<file path="src/hw/rtl/cowbm_pkg.sv">
// Constants, codes and item types of the copy-on-write block map.
package cowbm_pkg;

    localparam int PTRS_PER_MAP = 64;
    localparam int DIR_ENTRIES  = 16;
    localparam int PHYS_BLOCKS  = 1024;

    localparam int OP_W   = 2;
    localparam int LB_W   = 10;
    localparam int BLK_W  = 10;
    localparam int CNT_W  = 11;
    localparam int ST_W   = 2;

    localparam int SLOT_W     = $clog2(PTRS_PER_MAP);
    localparam int ROW_W      = $clog2(PHYS_BLOCKS);
    localparam int ADDR_W     = ROW_W + SLOT_W;
    localparam int LEAF_DEPTH = PHYS_BLOCKS * PTRS_PER_MAP;
    localparam int DIDX_W     = LB_W - SLOT_W;
    localparam int DIR_W      = (DIR_ENTRIES > 1) ? $clog2(DIR_ENTRIES) : 1;

    localparam logic [OP_W-1:0] OP_READ  = 2'd0;
    localparam logic [OP_W-1:0] OP_WRITE = 2'd1;
    localparam logic [OP_W-1:0] OP_SNAP  = 2'd2;
    localparam logic [OP_W-1:0] OP_NONE  = 2'd3;

    localparam logic [ST_W-1:0] ST_OK    = 2'd0;
    localparam logic [ST_W-1:0] ST_RANGE = 2'd1;
    localparam logic [ST_W-1:0] ST_FULL  = 2'd2;

    localparam logic [CNT_W-1:0] VOL_RESET = 11'd1024;

    typedef struct packed {
        logic [OP_W-1:0] operation;
        logic [LB_W-1:0] logical_block;
    } t_in_item;

    typedef struct packed {
        logic [BLK_W-1:0] phys_block;
        logic             mapped;
        logic             copy_needed;
        logic [BLK_W-1:0] copy_source;
        logic [ST_W-1:0]  status;
        logic [CNT_W-1:0] blocks_in_use;
    } t_out_item;

    typedef struct packed {
        logic             en;
        logic [DIR_W-1:0] idx;
        logic [BLK_W-1:0] blk;
    } t_dir_wr;

    typedef struct packed {
        logic      done;
        t_out_item item;
    } t_seq_res;

endpackage

</file>
<file path="src/hw/rtl/cowbm_dir.sv">
// Directory of leaf map blocks, cleared by reset, one read and one write port.
module cowbm_dir (
    input  logic                         i_clk,
    input  logic                         i_rst_n,
    input  logic [cowbm_pkg::DIR_W-1:0]  i_rd_idx,
    output logic [cowbm_pkg::BLK_W-1:0]  o_rd_blk,
    input  cowbm_pkg::t_dir_wr           i_wr
);
    import cowbm_pkg::*;

    logic [BLK_W-1:0] r_dir [DIR_ENTRIES];

    always_ff @(posedge i_clk) begin
        if (!i_rst_n) begin
            for (int i = 0; i < DIR_ENTRIES; i++) begin
                r_dir[i] <= '0;
            end
        end else if (i_wr.en) begin
            r_dir[i_wr.idx] <= i_wr.blk;
        end
    end

    assign o_rd_blk = r_dir[i_rd_idx];

endmodule

</file>
<file path="config.mk">
export PLATFORM = sky130hd
export DESIGN_NAME = cowbm_dir
export DESIGN_NICKNAME = d
export VERILOG_FILES = /design/src/hw/rtl/cowbm_pkg.sv /design/src/hw/rtl/cowbm_dir.sv
export SDC_FILE = /design/constraint.sdc
export NUM_CORES = 1
export LEC_CHECK = 0
export ABC_AREA = 1
export ABC_CLOCK_PERIOD_IN_PS = 2200
export BUFFER_PORTS_ARGS = -buffer_cell sky130_fd_sc_hd__buf_2
export CAP_MARGIN = 10
export CORE_AREA = 2 2 154 156
export CTS_BUF_LIST = sky130_fd_sc_hd__clkbuf_16
export CTS_CLUSTER_DIAMETER = 100
export DETAILED_ROUTE_END_ITERATION = 16
export DIE_AREA = 0 0 156 158
export PLACE_DENSITY = 0.59
export SLEW_MARGIN = 20
export SYNTH_ARGS = -nofsm -noshare
export SYNTH_HDL_FRONTEND = slang
export SYNTH_SLANG_ARGS = --single-unit
</file>
<file path="constraint.sdc">
create_clock -name i_clk -period 2.2 [get_ports i_clk]
set_input_delay 0.55 -clock i_clk [delete_from_list [all_inputs] [get_ports i_clk]]
set_output_delay 0.55 -clock i_clk [all_outputs]
set_load 0.005 [all_outputs]
</file>
==> metrics.cfg <==
[detailed_routing]
wl_um = 21700
viasPerCell = 4.86
route.detailed.drc = 0
dr.pass1.iters = 5
antenna_left = 0
wl_per_cell_um = 17.4
first_iter_violations = 597
vias = 6045

[cts]
cts_tree = yes
cts_max_level = 4
clock_sinks = 160
cts-buffers-inserted = 17
cts_root_buf = clkbuf_16
cts.clk_slew.worst_paths_ns = 0.06
clock_path_buffers = 2

[place]
port_buffers = 30
hpwl_um = 13800
place.gp.congestion = 0.865
place_area_mm2 = 0.00857
place_inst = 1205

[floorplan]
chipHeight_um = 158
ioPinCount = 31
die_area_mm2 = 0.0246
num_rows = 56
core_mm2 = 0.0231
start_util_pct = 34.2
die_w_um = 156

[yosys]
syn_inst = 889
ys_types = 17
synth_area_mm2 = 0.00789
synth_seq_cells = 160
yosysSeqAreaShare_pct = 60.9
synth_nets = 910
syn_avg_cell_area_um2 = 8.88
ys.warnings.count = 0

[cells_and_area]
nNetsFinal = 963
fillers = 2238
multi_input_area_mm2 = 0.00225
num_antenna_cells = 0
ff_latch_area_mm2 = 0.00480
drive_gt1_share_pct = 15.2
top_register = r_dir
fin_util_pct = 40.8
largest_register_ffs = 160
final_cells = 1245
final_cell_area_mm2 = 0.00940
reg_top3 = r_dir x160
area_growth_syn_to_layout_pct = 19.1

[timing]
setup_viol_count_final = 0
hold_violations = 0
tightest_slew_ns = 0.500
maxClockFrequency_mhz = 460
fin_hold_ws_ns = 0.671
slew_headroom_pct = 66.6
fin_crit_sh_pct = 98.7
rsz0062_at_grt = yes
slew_violations = 0
finalCriticalPeriod_ns = 2.17

[pwr]
p_leak_nw = 4.27
peakVddDrop_v = 0.000443
powerDensity_mw_per_mm2 = 761
finalPower_mw = 7.15

[global_routing]
antenna_found_initial = 0
gr-usage-all-layers_pct = 18.3
grt_pass1_vias = 5868
grt_pass1_wl_um = 32700
grt_overflow = 0
grt_max_degree = 41

[setup_path]
endpoint = o_rd_blk[6]
critPathMaxFanout = 14
startpoint = i_rd_idx[1]
startpoint_type = input pin
worstSetupEndpointType = primary output
arrival_ns = 1.62
required_ns = 1.65
crit_type = in -> out

[worst_hold_path]
hold_path.class = in -> reg

[run_status]
status = completed

[flow_run]
max-cap-violations = 0

## critical path, stage by stage
cell	delay (ns)
buf_8	0.09
clkinvlp_4	0.15
buf_12	0.17
buf_16	0.14
nand3_1	0.08
nand3_1	0.12
nand3_1	0.11
nand2_2	0.06
buf_2	0.13
## cells in the final DEF, fill, tap and decap left out
master      instances
inv_8               1
clkinv_4            1
buf_8               2
buf_4              44
nor2_1            153
nand2_4             1
clkinv_1            5
nor2_2             10
nor3_4              1
nand3_1           112
edfxtp_1          160
nand2_2             2
bufinv_16           2
buf_16              2
nand3_2             8
clkinv_2            1
clkbuf_16          20
buf_2              28
buf_6               2
buf_12             12
nor3_2              3
clkinvlp_4          5
inv_1             139
nand2_1           241
## area by class of cell
| type | count | area share (%) |
|---|---|---|
| Clock inverter | 15 | 1.38 |
| Timing Repair Buffer | 93 | 9.50 |
| Tap cell | 290 | 3.86 |
| Sequential cell | 160 | 51.1 |
| Inverter | 139 | 5.67 |
| Multi-Input combinational cell | 531 | 24.0 |
| Clock buffer | 17 | 4.52 |
## what timing repair did
action | 4_1_cts | 5_1_grt
pin swaps | 1 | 3
endpoints found under the setup margin | 10 | 10
hold buffers | 0 | 0
gates resized for setup | 9 | 21
setup buffers | 1 | 2
gates cloned | 2 | 3
## cell usage after synthesis
cell type | n | area, um^2
buf_6 | 9 | 101
clkinv_1 | 1 | 3.75
nor2_1 | 153 | 574
edfxtp_1 | 160 | 4800
nand2_4 | 1 | 11.3
inv_2 | 1 | 3.75
nor3_2 | 3 | 30.0
buf_2 | 16 | 80.1
buf_4 | 13 | 97.6
nor2_2 | 10 | 62.6
nand3_1 | 120 | 601
nand2_1 | 243 | 912
clkbuf_2 | 1 | 5.00
inv_1 | 137 | 514
nor3_4 | 1 | 16.3
clkbuf_1 | 18 | 67.6
buf_1 | 2 | 7.51
## routing by layer
metal / wire length (um) / global-route usage [%]
met4: 589 / 8.17
met1: 8830 / 22.7
met3: 1580 / 3.42
met5: 0 / 0
met2: 10700 / 31.1
## logic make-up after synthesis
logic type	after synthesis	share of synthesized area [%]
flops	160	60.9
simple gates	531	28.0
buf+inv	198	11.2
## power breakdown
group	internal, mW	total [mW]	switching [mW]
combinational	0.269	0.777	0.508
sequential	3.53	3.57	0.0470
clock	1.64	2.80	1.17
total	5.43	7.15	1.72
## worst min-delay path by stage
stage | startpoint | to | slack [ns] | cells after the start
CTS | i_wr[9] | r_dir[6][9] | 0.66 | 4
global route | i_wr[9] | r_dir[2][9] | 0.68 | 4
floorplan | i_wr[0] | r_dir[2][0] | 0.83 | 2
global placement | i_wr[9] | r_dir[0][9] | 1.10 | 4
finish | i_wr[9] | r_dir[6][9] | 0.67 | 4
detailed placement | i_wr[9] | r_dir[8][9] | 1.11 | 4
## metrics by stage
stage	setup slack (ns)	TNS, ns
CTS	-0.0104	-0.0126
global route	-0.00596	-0.00805
finish	0.0277	0
floorplan	0.375	0
global placement	-0.0730	-0.337
detailed placement	-0.0621	-0.332
(Power assumes the default switching activity.)
